File: config.mk
export PLATFORM = sky130hd
export DESIGN_NAME = gpio_register_block_top
export DESIGN_NICKNAME = d
export VERILOG_FILES = /design/src/hdl/gpio_rb_pkg.sv /design/src/hdl/gpio_register_block_top.sv /design/src/hdl/gpio_rb_ctrl.sv /design/src/hdl/gpio_rb_dp.sv
export SDC_FILE = /design/constraint.sdc
export NUM_CORES = 1
export LEC_CHECK = 0
export BUFFER_PORTS_ARGS = -buffer_cell sky130_fd_sc_hd__buf_4
export CORE_AREA = 8 8 210 313
export DETAILED_ROUTE_END_ITERATION = 16
export DIE_AREA = 0 0 218 321
export GPL_TIMING_DRIVEN = 0
export PLACE_DENSITY = 0.59
export SLEW_MARGIN = 20
export SYNTH_ARGS = -nofsm -noshare
export SYNTH_HDL_FRONTEND = slang
export SYNTH_SLANG_ARGS = --single-unit
File: constraint.sdc
create_clock -name clk -period 4.5 [get_ports clk]
set_input_delay 0.45 -clock clk [delete_from_list [all_inputs] [get_ports clk]]
set_output_delay 0.45 -clock clk [all_outputs]
set_load 0.01 [all_outputs]
File: src/hdl/gpio_rb_pkg.sv
// Shared types, register map constants and access decode for the GPIO register block.
package gpio_rb_pkg;

    // Pin field width on the stream ports and default pin count
    localparam int IO_PINS         = 54;
    localparam int PIN_COUNT_DEF   = 54;

    localparam int DATA_W          = 32;
    localparam int OFFSET_W        = 6;

    // Function-select layout
    localparam int FSEL_WORDS      = 6;
    localparam int PINS_PER_FSEL   = 10;
    localparam int FSEL_BITS       = 3;
    localparam int FSEL_W          = PINS_PER_FSEL * FSEL_BITS;
    localparam int FSEL_IDX_W      = $clog2(FSEL_WORDS);

    // Word offsets
    localparam logic [OFFSET_W-1:0] OFF_SET0    = 6'd7;
    localparam logic [OFFSET_W-1:0] OFF_SET1    = 6'd8;
    localparam logic [OFFSET_W-1:0] OFF_CLR0    = 6'd10;
    localparam logic [OFFSET_W-1:0] OFF_CLR1    = 6'd11;
    localparam logic [OFFSET_W-1:0] OFF_LEV0    = 6'd13;
    localparam logic [OFFSET_W-1:0] OFF_LEV1    = 6'd14;
    localparam logic [OFFSET_W-1:0] OFF_PUD     = 6'd37;
    localparam logic [OFFSET_W-1:0] OFF_PUDCLK0 = 6'd38;
    localparam logic [OFFSET_W-1:0] OFF_PUDCLK1 = 6'd39;

    // Access kinds
    localparam logic OP_READ  = 1'b0;
    localparam logic OP_WRITE = 1'b1;

    // Function and pull codes
    localparam logic [FSEL_BITS-1:0] FUNC_OUTPUT = 3'd1;
    localparam logic [1:0]           PULL_DOWN   = 2'd1;
    localparam logic [1:0]           PULL_UP     = 2'd2;

    typedef enum logic [2:0] {
        RGN_FSEL,
        RGN_SET,
        RGN_CLR,
        RGN_LEV,
        RGN_PUD,
        RGN_PUDCLK,
        RGN_RSVD
    } region_t;

    typedef struct packed {
        region_t region;
        logic    upper;     // second word of a pair: pins 32 and up
    } acc_dec_t;

    // Command from the controller to the datapath
    typedef struct packed {
        logic exec;         // perform the access and load the result word
    } dp_cmd_t;

    // Result word as held by the datapath
    typedef struct packed {
        logic [IO_PINS-1:0] pull_down_on;
        logic [IO_PINS-1:0] pull_up_on;
        logic [IO_PINS-1:0] drive_enable;
        logic [IO_PINS-1:0] drive_level;
        logic               bad_offset;
        logic [DATA_W-1:0]  read_data;
    } dp_result_t;

    function automatic acc_dec_t decode_offset(input logic [OFFSET_W-1:0] off);
        acc_dec_t d;
        d.upper  = 1'b0;
        d.region = RGN_RSVD;
        if (off < OFFSET_W'(FSEL_WORDS))
        begin
            d.region = RGN_FSEL;
        end
        else if (off == OFF_SET0 || off == OFF_SET1)
        begin
            d.region = RGN_SET;
            d.upper  = (off == OFF_SET1);
        end
        else if (off == OFF_CLR0 || off == OFF_CLR1)
        begin
            d.region = RGN_CLR;
            d.upper  = (off == OFF_CLR1);
        end
        else if (off == OFF_LEV0 || off == OFF_LEV1)
        begin
            d.region = RGN_LEV;
            d.upper  = (off == OFF_LEV1);
        end
        else if (off == OFF_PUD)
        begin
            d.region = RGN_PUD;
        end
        else if (off == OFF_PUDCLK0 || off == OFF_PUDCLK1)
        begin
            d.region = RGN_PUDCLK;
            d.upper  = (off == OFF_PUDCLK1);
        end
        return d;
    endfunction

endpackage

File: src/hdl/gpio_register_block_top.sv
// Top level of the GPIO register block: stream ports, controller and datapath.
//
//  channel | dir | tdata (low bit up)                           | tuser
//  --------+-----+----------------------------------------------+------------
//  s_*     | in  | word_offset[5:0], write_data[31:0],          | op (0 rd,
//          |     | pad_levels[53:0], 4 zero pad bits            |     1 wr)
//  m_*     | out | read_data[31:0], drive_level, drive_enable,  | bad_offset
//          |     | pull_up_on, pull_down_on (54 bits each)      |
//
// One access word per clock unless the result side stalls: a word accepted at one
// edge has its result word in the output register from the next cycle, and the input
// side takes the next word in that same cycle; every register update is per-bit logic.
// Reset (rst_n low, asynchronous) clears the function codes, the output latch, the pull
// code and every pin's pull state, and empties the result slot.
// A stalled result word (m_tready low) holds s_tready low until it is taken.
module gpio_register_block_top
    import gpio_rb_pkg::*;
#(
    parameter int PIN_COUNT = PIN_COUNT_DEF
)
(
    input  logic         clk,
    input  logic         rst_n,
    input  logic         s_tvalid,
    output logic         s_tready,
    input  logic [95:0]  s_tdata,   // word_offset, write_data, pad_levels, zero pad
    input  logic         s_tuser,   // op
    output logic         m_tvalid,
    input  logic         m_tready,
    output logic [247:0] m_tdata,   // read_data, drive_level, drive_enable, pull_up_on,
                                    // pull_down_on
    output logic         m_tuser    // bad_offset
);

    dp_cmd_t    cmd;
    dp_result_t result;

    // Unpack the access word
    logic [OFFSET_W-1:0] word_offset;
    logic [DATA_W-1:0]   write_data;
    logic [IO_PINS-1:0]  pad_levels;

    assign word_offset = s_tdata[5:0];
    assign write_data  = s_tdata[37:6];
    assign pad_levels  = s_tdata[91:38];

    gpio_rb_ctrl u_ctrl
    (
        .clk      (clk),
        .rst_n    (rst_n),
        .s_tvalid (s_tvalid),
        .s_tready (s_tready),
        .m_tvalid (m_tvalid),
        .m_tready (m_tready),
        .cmd      (cmd)
    );

    gpio_rb_dp #(
        .PIN_COUNT (PIN_COUNT)
    ) u_dp
    (
        .clk         (clk),
        .rst_n       (rst_n),
        .cmd         (cmd),
        .op          (s_tuser),
        .word_offset (word_offset),
        .write_data  (write_data),
        .pad_levels  (pad_levels),
        .result      (result)
    );

    // Pack the result word, lowest field first
    assign m_tdata[31:0]    = result.read_data;
    assign m_tdata[85:32]   = result.drive_level;
    assign m_tdata[139:86]  = result.drive_enable;
    assign m_tdata[193:140] = result.pull_up_on;
    assign m_tdata[247:194] = result.pull_down_on;
    assign m_tuser          = result.bad_offset;

endmodule

File: src/hdl/gpio_rb_ctrl.sv
// Handshake controller: accepts an access word and holds the result word until taken.
module gpio_rb_ctrl
    import gpio_rb_pkg::*;
(
    input  logic    clk,
    input  logic    rst_n,
    input  logic    s_tvalid,
    output logic    s_tready,
    output logic    m_tvalid,
    input  logic    m_tready,
    output dp_cmd_t cmd
);

    typedef enum logic {
        ST_EMPTY,
        ST_FULL
    } state_t;

    state_t state_reg;
    state_t state_next;
    logic   accept;

    // Take a new word whenever the result slot is free or is being emptied now
    assign s_tready = (state_reg == ST_EMPTY) || m_tready;
    assign accept   = s_tvalid && s_tready;
    assign m_tvalid = (state_reg == ST_FULL);
    assign cmd.exec = accept;

    always_comb
    begin
        state_next = state_reg;
        case (state_reg)
            ST_EMPTY:
            begin
                if (accept)
                begin
                    state_next = ST_FULL;
                end
            end
            ST_FULL:
            begin
                if (!accept && m_tready)
                begin
                    state_next = ST_EMPTY;
                end
            end
            default:
            begin
                state_next = ST_EMPTY;
            end
        endcase
    end

    always_ff @(posedge clk or negedge rst_n)
    begin
        if (!rst_n)
        begin
            state_reg <= ST_EMPTY;
        end
        else
        begin
            state_reg <= state_next;
        end
    end

    a_stall_only_when_full: assert property (@(posedge clk) disable iff (!rst_n)
        !s_tready |-> (m_tvalid && !m_tready))
        else $error("input stalled while result slot free");

    a_exec_fills: assert property (@(posedge clk) disable iff (!rst_n)
        cmd.exec |=> m_tvalid)
        else $error("accepted access produced no result word");

endmodule

File: src/hdl/gpio_rb_dp.sv
// Register file, pin state and result register of the GPIO register block.
module gpio_rb_dp
    import gpio_rb_pkg::*;
#(
    parameter int PIN_COUNT = PIN_COUNT_DEF
)
(
    input  logic                clk,
    input  logic                rst_n,
    input  dp_cmd_t             cmd,
    input  logic                op,
    input  logic [OFFSET_W-1:0] word_offset,
    input  logic [DATA_W-1:0]   write_data,
    input  logic [IO_PINS-1:0]  pad_levels,
    output dp_result_t          result
);

    // Pins that reach the ports; the rest have no visible effect
    localparam int EFF = (PIN_COUNT < IO_PINS) ? PIN_COUNT : IO_PINS;

    logic [FSEL_W-1:0] fsel_reg [FSEL_WORDS];
    logic [FSEL_W-1:0] fsel_next [FSEL_WORDS];
    logic [EFF-1:0]    latch_reg;
    logic [EFF-1:0]    latch_next;
    logic [1:0]        pull_code_reg;
    logic [1:0]        pull_code_next;
    logic [1:0]        pull_state_reg [EFF];
    logic [1:0]        pull_state_next [EFF];
    logic [DATA_W-1:0] read_data_reg;
    logic [DATA_W-1:0] read_data_next;
    logic              bad_reg;
    logic              bad_next;

    acc_dec_t          dec;
    logic              wr;
    logic [63:0]       half_sel;
    logic [EFF-1:0]    pin_sel;
    logic [63:0]       pads_ext;
    logic [FSEL_IDX_W-1:0] fsel_idx;

    logic [EFF-1:0]    enable_pins;
    logic [EFF-1:0]    up_pins;
    logic [EFF-1:0]    down_pins;

    assign dec      = decode_offset(word_offset);
    assign wr       = (op == OP_WRITE);
    assign half_sel = dec.upper ? {write_data, 32'h0} : {32'h0, write_data};
    assign pin_sel  = half_sel[EFF-1:0];
    assign pads_ext = 64'(pad_levels[EFF-1:0]);
    assign fsel_idx = word_offset[FSEL_IDX_W-1:0];

    always_comb
    begin
        fsel_next       = fsel_reg;
        latch_next      = latch_reg;
        pull_code_next  = pull_code_reg;
        pull_state_next = pull_state_reg;
        read_data_next  = '0;
        bad_next        = 1'b0;
        case (dec.region)
            RGN_FSEL:
            begin
                if (wr)
                begin
                    fsel_next[fsel_idx] = write_data[FSEL_W-1:0];
                end
                else
                begin
                    read_data_next = DATA_W'(fsel_reg[fsel_idx]);
                end
            end
            RGN_SET:
            begin
                if (wr)
                begin
                    latch_next = latch_reg | pin_sel;
                end
            end
            RGN_CLR:
            begin
                if (wr)
                begin
                    latch_next = latch_reg & ~pin_sel;
                end
            end
            RGN_LEV:
            begin
                if (!wr)
                begin
                    read_data_next = dec.upper ? pads_ext[63:32] : pads_ext[31:0];
                end
            end
            RGN_PUD:
            begin
                if (wr)
                begin
                    pull_code_next = write_data[1:0];
                end
                else
                begin
                    read_data_next = DATA_W'(pull_code_reg);
                end
            end
            RGN_PUDCLK:
            begin
                if (wr)
                begin
                    for (int n = 0; n < EFF; n++)
                    begin
                        if (pin_sel[n])
                        begin
                            pull_state_next[n] = pull_code_reg;
                        end
                    end
                end
            end
            default:
            begin
                bad_next = 1'b1;
            end
        endcase
    end

    always_ff @(posedge clk or negedge rst_n)
    begin
        if (!rst_n)
        begin
            for (int w = 0; w < FSEL_WORDS; w++)
            begin
                fsel_reg[w] <= '0;
            end
            for (int n = 0; n < EFF; n++)
            begin
                pull_state_reg[n] <= '0;
            end
            latch_reg     <= '0;
            pull_code_reg <= '0;
            read_data_reg <= '0;
            bad_reg       <= 1'b0;
        end
        else if (cmd.exec)
        begin
            fsel_reg       <= fsel_next;
            pull_state_reg <= pull_state_next;
            latch_reg      <= latch_next;
            pull_code_reg  <= pull_code_next;
            read_data_reg  <= read_data_next;
            bad_reg        <= bad_next;
        end
    end

    // Per-pin decode of the stored state
    for (genvar n = 0; n < EFF; n++)
    begin : g_pin
        assign enable_pins[n] = (fsel_reg[n / PINS_PER_FSEL]
                                 [(n % PINS_PER_FSEL) * FSEL_BITS +: FSEL_BITS] == FUNC_OUTPUT);
        assign up_pins[n]     = (pull_state_reg[n] == PULL_UP);
        assign down_pins[n]   = (pull_state_reg[n] == PULL_DOWN);
    end

    assign result.read_data    = read_data_reg;
    assign result.bad_offset   = bad_reg;
    assign result.drive_level  = IO_PINS'(latch_reg);
    assign result.drive_enable = IO_PINS'(enable_pins);
    assign result.pull_up_on   = IO_PINS'(up_pins);
    assign result.pull_down_on = IO_PINS'(down_pins);

    a_write_reads_zero: assert property (@(posedge clk) disable iff (!rst_n)
        (cmd.exec && wr) |=> (read_data_reg == '0))
        else $error("write returned nonzero read data");

    a_latch_only_by_set_clr: assert property (@(posedge clk) disable iff (!rst_n)
        (cmd.exec && dec.region != RGN_SET && dec.region != RGN_CLR) |=> $stable(latch_reg))
        else $error("output latch changed outside set/clear access");

    a_pull_exclusive: assert property (@(posedge clk) disable iff (!rst_n)
        (result.pull_up_on & result.pull_down_on) == '0)
        else $error("pin shows pull up and pull down together");

    a_bad_is_reserved: assert property (@(posedge clk) disable iff (!rst_n)
        cmd.exec |=> (bad_reg == $past(dec.region == RGN_RSVD)))
        else $error("reserved flag does not match decoded offset");

endmodule

==> impl_metrics.py, run 1 <==
metrics = {
    "pwr": {
        "power.density_mw_per_mm2": 345,
        "p_leak_uw": 0.0115,
        "ir_drop_mv": 0.279,
    },
    "global_route": {
        "grt_start_max_net_pins": 101,
        "grt_pass1_wl_um": 95300,
        "first_global_vias": 14357,
        "antenna_found_initial": 3,
        "overflow": 0,
        "track_usage": 0.181,
    },
    "synth": {
        "synth-seq-cells": 378,
        "synth_top_area_cell": "dfrtp_1",
        "yosysUniqueCellTypes": 54,
        "ys.flop_type": "dfrtp_1",
        "synth_edf_count": 0,
        "synth_nets": 1485,
        "synth_area_mm2": 0.0182,
        "async_flop_share": 1.00,
        "synthTopCellsByArea": "dfrtp_1 52%, mux2_2 10%, mux2_1 4.8%",
        "ys_warn_count": 0,
        "avgSynthCellArea_um2": 13.1,
        "ys_seq_area_frac": 0.520,
        "synth_cells": 1384,
        "synth_top_area_share": 0.520,
    },
    "detailed_routing": {
        "antenna_left": 0,
        "vias_per_cell": 5.10,
        "drt_iter0_drc": 770,
        "dr.pass1.iters": 5,
        "drt_wl_total_um": 65400,
        "vias": 13302,
        "detail_route.wl_per_cell_um": 25.1,
        "drc": 0,
    },
    "worst_setup_path": {
        "cp-start-kind": "flip-flop",
        "max_stage_delay_ps": 660,
        "cp.arrival_ps": 3180,
        "crit_fanout": 10,
        "critPathRequiredTime_ps": 4960,
        "endpoint_kind": "flip-flop",
        "cp.buffers_inverters": 1,
        "crit_top_cell": "a31oi_1",
        "critPathKind": "reg -> reg",
        "cp_slowest_cell": "nor2_1",
        "path_cells": "nand2b_1 -> nand4_1 -> nor2_1 -> clkbuf_1 -> a31oi_1 -> a31oi_1",
        "cp_top_family": "simple AND/OR/NAND/NOR gates",
    },
    "floorplanning": {
        "initial_utilization": 0.296,
        "coreArea_mm2": 0.0614,
        "pin_count": 352,
        "die_h_um": 321,
        "die_w_um": 218,
        "dieArea_mm2": 0.0700,
        "rows": 112,
    },
    "timing": {
        "slew_headroom": 0.335,
        "tightest_slew_ps": 997,
        "fin_crit_ps": 2720,
        "setup_violations": 0,
        "clock-skew-final_ps": 16.0,
        "timing.final.hold_violations": 0,
        "fin_ws_ps": 1780,
        "fmax_mhz": 368,
        "timing.final.max_slew_violations": 0,
        "rsz0062_at_grt": "false",
        "hold_slack_ps": 105,
        "finalCritPeriodShare": 0.604,
    },
    "cts": {
        "cts_resized": 0,
        "postCtsHoldBufs": 1,
        "cts_htree_levels": 2,
        "clock_sinks": 378,
        "cts_buffers": 40,
        "clockBufferDepth": 3,
        "postCtsSetupRepairBufs": 0,
        "root_buffer": "clkbuf_16",
        "clk_latency_ps": 550,
        "clk_pin_slew_ps": 60,
        "cts_tree": "yes",
    },
    "cells_and_area": {
        "most-common-layout-cells": "378 x dfrtp_1, 366 x buf_4, 166 x mux2_2, 110 x nor2b_1, 109 x a31oi_1",
        "drive_gt1_frac": 0.430,
        "nets": 1879,
        "nFillCells": 5994,
        "area_growth_pct": 27.7,
        "final_common_cell": "dfrtp_1",
    },
    "min_path": {
        "hold_class": "in -> reg",
    },
    "flow_run": {
        "drv_cap": 0,
    },
    "place": {
        "port_buffers": 347,
        "hpwl_um": 51100,
        "place_ws_ps": 1520,
        "routabilityCongestion": 0.882,
    },
    "run_status": {
        "status": "completed",
    },
}
-- per-stage QoR --
stage / util / total power (uW) / std cells / cell area [um^2] / TNS (ps)
finish: 0.378 / 8000 / 2607 / 23200 / 0
global route: 0.378 / 8290 / 2606 / 23200 / 0
CTS: 0.378 / 8100 / 2606 / 23200 / 0
detailed placement: 0.357 / 4750 / 2533 / 21900 / 0
global placement: 0.355 / 4710 / 2529 / 21800 / -250100
floorplan: - / 4150 / 1384 / 18200 / 0
-- cells by family after synthesis --
logic type	after synthesis	synth area share
simple gates	300	0.115
xor+xnor	2	0.00138
buf+inv	117	0.0337
mux	370	0.254
flops	378	0.520
compound gates	217	0.0755
-- cell type report --
type	count	area [um^2]	share of cell area
Sequential cell	378	9460	0.408
Multi-Input combinational cell	889	8100	0.349
Timing Repair Buffer	352	2730	0.118
Clock buffer	56	1170	0.0506
Tap cell	798	998	0.0430
Buffer	116	609	0.0263
Clock inverter	16	129	0.00555
Inverter	1	3.75	0.000162
Antenna cell	1	2.50	0.000108
-- where the power goes --
| part | leakage (uW) | switching [uW] | total [uW] | internal (uW) |
|---|---|---|---|---|
| Sequential | 0.00520 | 128 | 3700 | 3570 |
| Clock | 0.000645 | 1430 | 3320 | 1890 |
| Combinational | 0.00565 | 551 | 975 | 424 |
-- synthesized netlist by cell type (all sizes together), types with 2 or more instances --
master   number
and3         26
nor3b        54
and3b         2
a2bb2oi       2
a311oi        2
a31oi       109
nor2         13
nor4b         2
nand2b        6
nor3          6
buf          63
mux2i        50
a21oi         4
xor2          2
o21ai        54
dfrtp       378
clkbuf       53
and4bb        2
a22oi        20
a22o         10
or2           2
nand2        37
nor2b       110
mux4         30
a21o          9
nand3        30
o22ai         2
or3           3
mux2        290
-- path summary, 6_finish.rpt --
check,from,endpoint,slack [ps],depth (start not counted)
hold / removal,s_tdata[66],u_dp.read_data_reg[28],100,2
min in group asynchronous,rst_n,u_dp.read_data_reg[17],370,2
hold reg to reg,u_dp.read_data_reg[0],u_dp.read_data_reg[0],490,2
setup / recovery,u_ctrl.m_tvalid,flip-flop,1780,6
max in group asynchronous,rst_n,u_dp.pull_state_reg[90],2050,6
setup reg to reg,u_ctrl.m_tvalid,flip-flop,1780,6
-- metal layers --
layer	track usage	wire length [um]	vias up
li1	-	-	5862
met1	0.207	25000	6842
met2	0.322	33400	470
met3	0.0353	3890	124
met4	0.0827	3040	4
met5	0	25	-
Note: power is estimated with default switching activity, not from simulation.
==> run 2, diff against run 1 <==
--- a/config.mk
+++ b/config.mk
@@ -10,7 +10,7 @@
 export DETAILED_ROUTE_END_ITERATION = 16
 export DIE_AREA = 0 0 218 321
 export GPL_TIMING_DRIVEN = 0
-export PLACE_DENSITY = 0.59
+export PLACE_DENSITY = 0.61
 export SLEW_MARGIN = 20
 export SYNTH_ARGS = -nofsm -noshare
 export SYNTH_HDL_FRONTEND = slang
==> constraint.sdc (replaced) <==
create_clock -name clk -period 2.49 [get_ports clk]
set_input_delay 0.249 -clock clk [delete_from_list [all_inputs] [get_ports clk]]
set_output_delay 0.249 -clock clk [all_outputs]
set_load 0.01 [all_outputs]
==> run 2 against run 1 <==
Compared with the run above: clock power rose by 91%; flip-flop and latch count did not move; power rose by 86%; count of clock-buffer cells in the layout rose by 1; non-clock buffer count rose by 60; setup slack got worse by 1600 ps; critical path type is now in -> reg; largest power group unchanged.
==> impl_metrics.py, run 2 (synthesis gave the netlist of run 1 again) <==
metrics = {
    "floorplanning": {
        "dieArea_mm2": 0.0700,
        "initial_utilization": 0.296,
        "die_h_um": 321,
        "pin_count": 352,
        "rows": 112,
        "die_w_um": 218,
        "coreArea_mm2": 0.0614,
    },
    "worst_setup_path": {
        "cp.arrival_ps": 2730,
        "cp-start-kind": "input pin",
        "endpoint_kind": "flip-flop",
        "max_stage_delay_ps": 560,
        "path_cells": "buf_4 -> buf_2 -> xor2_1 -> a32o_1 -> nor2_1 -> buf_2 -> buf_4 -> mux2i_1 -> dlygate4sd3_1 -> o21ai_0",
        "r2r_start": "u_ctrl.m_tvalid",
        "crit_start": "s_tdata[2]",
        "r2r_cells": 7,
        "critPathRequiredTime_ps": 2900,
        "cp.buffers_inverters": 5,
        "cp_top_family": "buffers and inverters",
        "cp_slowest_cell": "dlygate4sd3_1",
        "critPathKind": "in -> reg",
        "crit_fanout": 10,
        "reg2reg_slack_ps": 280,
    },
    "global_route": {
        "gr-usage-met2": 0.318,
        "grt_start_max_net_pins": 89,
        "busiest_layer": "met2",
        "first_global_vias": 14456,
        "overflow": 0,
        "met1_usage": 0.218,
        "grt_pass1_wl_um": 95900,
        "antenna_found_initial": 2,
        "use_met3": 0.0329,
        "track_usage": 0.183,
    },
    "pwr": {
        "p_int_uw": 11000,
        "comb_power_share": 0.123,
        "p_leak_uw": 0.0118,
        "p_sw_frac": 0.258,
        "pwr-share-clk": 0.427,
        "p_sw_uw": 3840,
        "power_frac_seq": 0.450,
        "power.density_mw_per_mm2": 622,
        "ir_drop_mv": 0.362,
    },
    "timing": {
        "rsz0062_at_grt": "false",
        "tightest_slew_ps": 926,
        "timing.final.hold_violations": 0,
        "setup_violations": 0,
        "slew_headroom": 0.374,
        "clock-skew-final_ps": 18.3,
        "fin_ws_ps": 175,
        "setup_tns_ps": 0,
        "fmax_mhz": 432,
        "finalCritPeriodShare": 0.930,
        "fin_crit_ps": 2320,
        "timing.final.max_slew_violations": 0,
    },
    "cts": {
        "clock_sinks": 378,
        "cts_buffers": 40,
        "root_buffer": "clkbuf_16",
        "clockBufferDepth": 3,
        "cts_htree_levels": 2,
        "clk_latency_ps": 570,
        "cts_tree": "yes",
        "clk_pin_slew_ps": 60,
    },
    "detailed_routing": {
        "vias_per_cell": 5.05,
        "dr.pass1.iters": 5,
        "antenna_left": 0,
        "drc": 0,
        "drt_wl_total_um": 65600,
        "vias": 13493,
        "detail_route.wl_per_cell_um": 24.6,
        "drt_iter0_drc": 892,
    },
    "place": {
        "hpwl_um": 50600,
        "routabilityCongestion": 0.857,
        "placed_cells": 2534,
        "port_buffers": 347,
        "place_ws_ps": -335,
    },
    "cells_and_area": {
        "drive_gt1_frac": 0.423,
        "fin_cells": 2670,
        "most-common-layout-cells": "378 x dfrtp_1, 369 x buf_4, 166 x mux2_2, 110 x nor2b_1, 109 x a31oi_1",
        "nets": 1939,
        "area_growth_pct": 31.7,
        "final_common_cell": "dfrtp_1",
    },
    "min_path": {
        "holdPathEnd": "u_dp.read_data_reg[8]",
        "whs_path_depth": 3,
        "hold_class": "in -> reg",
        "min_from": "s_tdata[46]",
    },
    "flow_run": {
        "drv_cap": 0,
    },
    "run_status": {
        "status": "completed",
    },
}
## run 2: per-layer routing
metal	part of all wire	wire length, um	up-vias
li1	-	-	5994
met1	0.40	26100	6936
met2	0.50	33000	457
met3	0.056	3670	102
met4	0.042	2780	4
met5	0.00034	22	-
## run 2: how the worst max path moves through the flow
stage | to | slack [ps] | cells past startpoint
floorplan | u_dp.fsel_reg[151] | 460 | 6
global placement | u_dp.pull_state_reg[102] | -2490 | 1
detailed placement | flip-flop | -330 | 8
CTS | flip-flop | 30 | 5
global route | u_dp.read_data_reg[6] | 70 | 10
finish | u_dp.read_data_reg[6] | 170 | 10
## run 2: power by group through the flow
stage,sequential (uW),clock [uW],combinational (uW)
4_1_cts,6690,6520,1860
3_3_place_gp,6790,0,1700
2_1_floorplan,6770,0,734
5_1_grt,6740,6740,1960
6_report,6700,6350,1830
3_5_place_dp,6810,0,1770
## run 2: cell type report
class,count,area [um^2]
fillers,5923,37400
flip-flops and latches,378,9460
multi-input cells,889,8130
clock inverters,16,201
plain buffers,116,613
clock buffers,57,1190
repair buffers,412,3340
well taps,798,998
inverters,1,3.75
diodes,3,7.51
## run 2: stage by stage
| step | cell area [um^2] | hold slack (ps) | total power [uW] | utilization |
|---|---|---|---|---|
| finish | 23900 | 22.6 | 14900 | 0.390 |
| global route | 23900 | 19.8 | 15400 | 0.390 |
| CTS | 23900 | 1.89 | 15100 | 0.389 |
| detailed placement | 21900 | 95.8 | 8580 | 0.357 |
| global placement | 21800 | 451 | 8500 | 0.355 |
| floorplan | 18200 | -46.6 | 7510 | - |
## run 2: worst reg2reg max path, delay by kind of cell, from the launching register on
kind	cells	cell delay, ps
buffers and inverters	2	730
AND/OR/NAND/NOR	3	670
AO/OA/AOI/OAI	2	340
flip-flops	1	390
## run 2: timing repair
| action | in CTS | in global routing |
|---|---|---|
| endpoints found under the setup margin | 71 | 148 |
| hold endpoints to repair | 150 | 0 |
| gates cloned | 0 | 0 |
| resized for setup | 6 | 4 |
| hold buffers | 57 | 0 |
| pin swaps | 0 | 1 |
| setup buffers | 0 | 3 |
==> run 3, diff against run 2 <==
--- a/config.mk
+++ b/config.mk
@@ -5,12 +5,14 @@
 export SDC_FILE = /design/constraint.sdc
 export NUM_CORES = 1
 export LEC_CHECK = 0
+export ABC_AREA = 1
 export BUFFER_PORTS_ARGS = -buffer_cell sky130_fd_sc_hd__buf_4
 export CORE_AREA = 8 8 210 313
 export DETAILED_ROUTE_END_ITERATION = 16
 export DIE_AREA = 0 0 218 321
 export GPL_TIMING_DRIVEN = 0
 export PLACE_DENSITY = 0.61
+export REMOVE_ABC_BUFFERS = 1
 export SLEW_MARGIN = 20
 export SYNTH_ARGS = -nofsm -noshare
 export SYNTH_HDL_FRONTEND = slang
==> run 3 against run 2 <==
Compared with the run above: global-route usage rose by 0.78 points; combinational power shrank 3%; cell area fell by 1.1%; flip-flop and latch count did not move; largest power group unchanged.
==> impl_metrics.py, run 3 <==
metrics = {
    "synth": {
        "synth_top_area_cell": "dfrtp_1",
        "synth_cells": 2316,
        "synth_top_family_by_area": "simple AND/OR/NAND/NOR gates",
        "yosys.area_share.simple": 0.285,
        "synthMuxAreaShare": 0,
        "yosysUniqueCellTypes": 27,
        "synth_area_mm2": 0.0182,
        "synth-xor-area-share": 0,
        "synth-seq-cells": 378,
        "synth_top_area_share": 0.521,
        "synthTopCellsByArea": "dfrtp_1 52%, nand2_1 16%, o21ai_0 5.7%",
        "synth_edf_count": 0,
        "synthAdderAreaFrac": 0,
        "synthTopCellsByCount": "792 x nand2_1, 378 x dfrtp_1, 227 x inv_1",
        "ys_seq_area_frac": 0.521,
        "ys_warn_count": 0,
        "async_flop_share": 1.00,
        "ys.flop_type": "dfrtp_1",
        "yosysMostFrequentCell": "nand2_1",
        "synth_compound_area_frac": 0.115,
        "avgSynthCellArea_um2": 7.84,
    },
    "worst_setup_path": {
        "max_stage_delay_ps": 430,
        "cp.arrival_ps": 2800,
        "critPathRequiredTime_ps": 2930,
        "reg2reg_slack_ps": 200,
        "crit_fanout": 28,
        "path_cells": "buf_4 -> inv_2 -> nor2_4 -> buf_8 -> nand2_1 -> nor2_1 -> nor2_2 -> nand2_8 -> nand2_8 -> buf_16 -> inv_6 -> nor2_1 -> nand2_1 -> o21ai_0",
        "endpoint_kind": "flip-flop",
        "r2r_cells": 9,
        "r2r_start": "u_ctrl.m_tvalid",
        "r2r_end": "u_dp.fsel_reg[105]",
        "crit_start": "s_tdata[1]",
        "cp_slowest_cell": "nor2_4",
        "critPathKind": "in -> reg",
        "cp-start-kind": "input pin",
    },
    "global_route": {
        "first_global_vias": 16702,
        "gr-usage-met2": 0.326,
        "grt_start_max_net_pins": 94,
        "use_met3": 0.0396,
        "antenna_found_initial": 1,
        "busiest_layer": "met2",
        "met1_usage": 0.234,
        "grt_pass1_wl_um": 103000,
        "overflow": 0,
        "track_usage": 0.191,
    },
    "min_path": {
        "whs_path_depth": 5,
        "hold_class": "in -> reg",
        "min_from": "s_tdata[36]",
    },
    "cts": {
        "clock_sinks": 378,
        "cts_buffers": 42,
        "cts_tree": "yes",
        "root_buffer": "clkbuf_16",
        "clockBufferDepth": 3,
        "clk_pin_slew_ps": 70,
        "cts_htree_levels": 2,
        "clk_latency_ps": 580,
    },
    "timing": {
        "clock-skew-final_ps": 21.7,
        "setup_violations": 0,
        "timing.final.hold_violations": 0,
        "fmax_mhz": 423,
        "timing.final.max_slew_violations": 0,
        "rsz0062_at_grt": "true",
        "tightest_slew_ps": 869,
        "fin_crit_ps": 2360,
        "finalCritPeriodShare": 0.949,
        "slew_headroom": 0.419,
    },
    "pwr": {
        "p_total_uw": 14800,
        "ir_drop_mv": 0.411,
        "power.density_mw_per_mm2": 624,
        "p_leak_uw": 0.0119,
    },
    "detailed_routing": {
        "detail_route.wl_per_cell_um": 19.7,
        "drt_wl_total_um": 68000,
        "drc": 0,
        "vias": 16606,
        "drt_iter0_drc": 1155,
        "vias_per_cell": 4.81,
        "dr.pass1.iters": 5,
        "antenna_left": 0,
    },
    "cells_and_area": {
        "drive_gt1_frac": 0.197,
        "area_growth_pct": 30.4,
        "nets": 2733,
        "fin_cells": 3455,
        "final_common_cell": "nand2_1",
        "most-common-layout-cells": "785 x nand2_1, 376 x dfrtp_1, 349 x buf_4, 225 x inv_1, 207 x o21ai_0",
        "design_area_mm2": 0.0237,
    },
    "place": {
        "placed_cells": 3360,
        "place_area_mm2": 0.0219,
        "hpwl_um": 45300,
        "routabilityCongestion": 0.767,
        "port_buffers": 347,
    },
    "floorplanning": {
        "pin_count": 352,
        "die_w_um": 218,
        "initial_utilization": 0.296,
        "coreArea_mm2": 0.0614,
        "die_h_um": 321,
        "dieArea_mm2": 0.0700,
        "rows": 112,
    },
    "run_status": {
        "status": "completed",
    },
    "flow_run": {
        "drv_cap": 0,
    },
}
[run 3: cell count changes after synthesis, moves of 110 or more]
cell	change
nand3_1	+173
nand2_1	+755
o21ai_0	+153
mux2_2	-166
inv_1	+226
nor2b_1	-110
nor2_1	+132
[run 3: repair_timing]
item / CTS / global route
setup endpoints to repair: 374 / 84
endpoints found under the hold margin: 90 / 0
cloned: 5 / 0
pin swaps: 8 / 0
setup buffers: 6 / 0
hold buffers: 15 / 0
resized for setup: 29 / 9
[run 3: where the power goes]
group	switching, uW	total (uW)	leakage, uW	internal (uW)
clock network	2630	6290	0.000653	3650
logic	1070	1770	0.00602	708
registers	269	6730	0.00520	6460
[run 3: per-stage QoR]
| step | TNS (ps) | util | setup WS, ps | hold slack, ps |
|---|---|---|---|---|
| 2_1_floorplan | -528540 | - | -2920 | -46.6 |
| 3_3_place_gp | -3023730 | 0.345 | -8110 | 446 |
| 3_5_place_dp | -593770 | 0.357 | -2890 | 309 |
| 4_1_cts | 0 | 0.385 | 27.0 | 21.6 |
| 5_1_grt | -7.86 | 0.386 | -4.06 | 56.3 |
| 6_report | 0 | 0.386 | 127 | 67.6 |
[run 3: worst max-delay path, delay by kind of cell]
kind | cells | cell delay (ps)
buf+inv | 5 | 1090
simple gates | 8 | 1270
compound gates | 1 | 80
[run 3: cells by family (layout without fill, tap and decap cells)]
logic type,count (synthesis),in the layout
compound gates,368,368
simple gates,1212,1217
flops,378,378
buf+inv,358,693
other cells,0,1
[run 3: final cells by class]
class	count	area (um^2)
inverters	234	916
clock buffers	61	1240
clock inverters	7	97.6
repair buffers	391	3390
well taps	798	998
diodes	1	2.50
multi-input cells	1585	7570
flip-flops and latches	378	9470
fillers	6352	37700
[run 3: per-layer routing]
metal  up-vias  wire [um]  share of wire
li1       8047          -              -
met1      7921      28000           0.41
met2       528      33200           0.49
met3       108       4280          0.063
met4         2       2520          0.037
met5         -         13        0.00019
[run 3: how the worst max path moves through the flow]
stage                                   endpoint  slack (ps)
after global routing                   flip-flop          -4
after global placement    u_dp.pull_state_reg[2]       -8110
final                                  flip-flop         130
after detailed placement               flip-flop       -2890
after floorplan           u_dp.pull_state_reg[0]       -2920
after CTS                              flip-flop          30
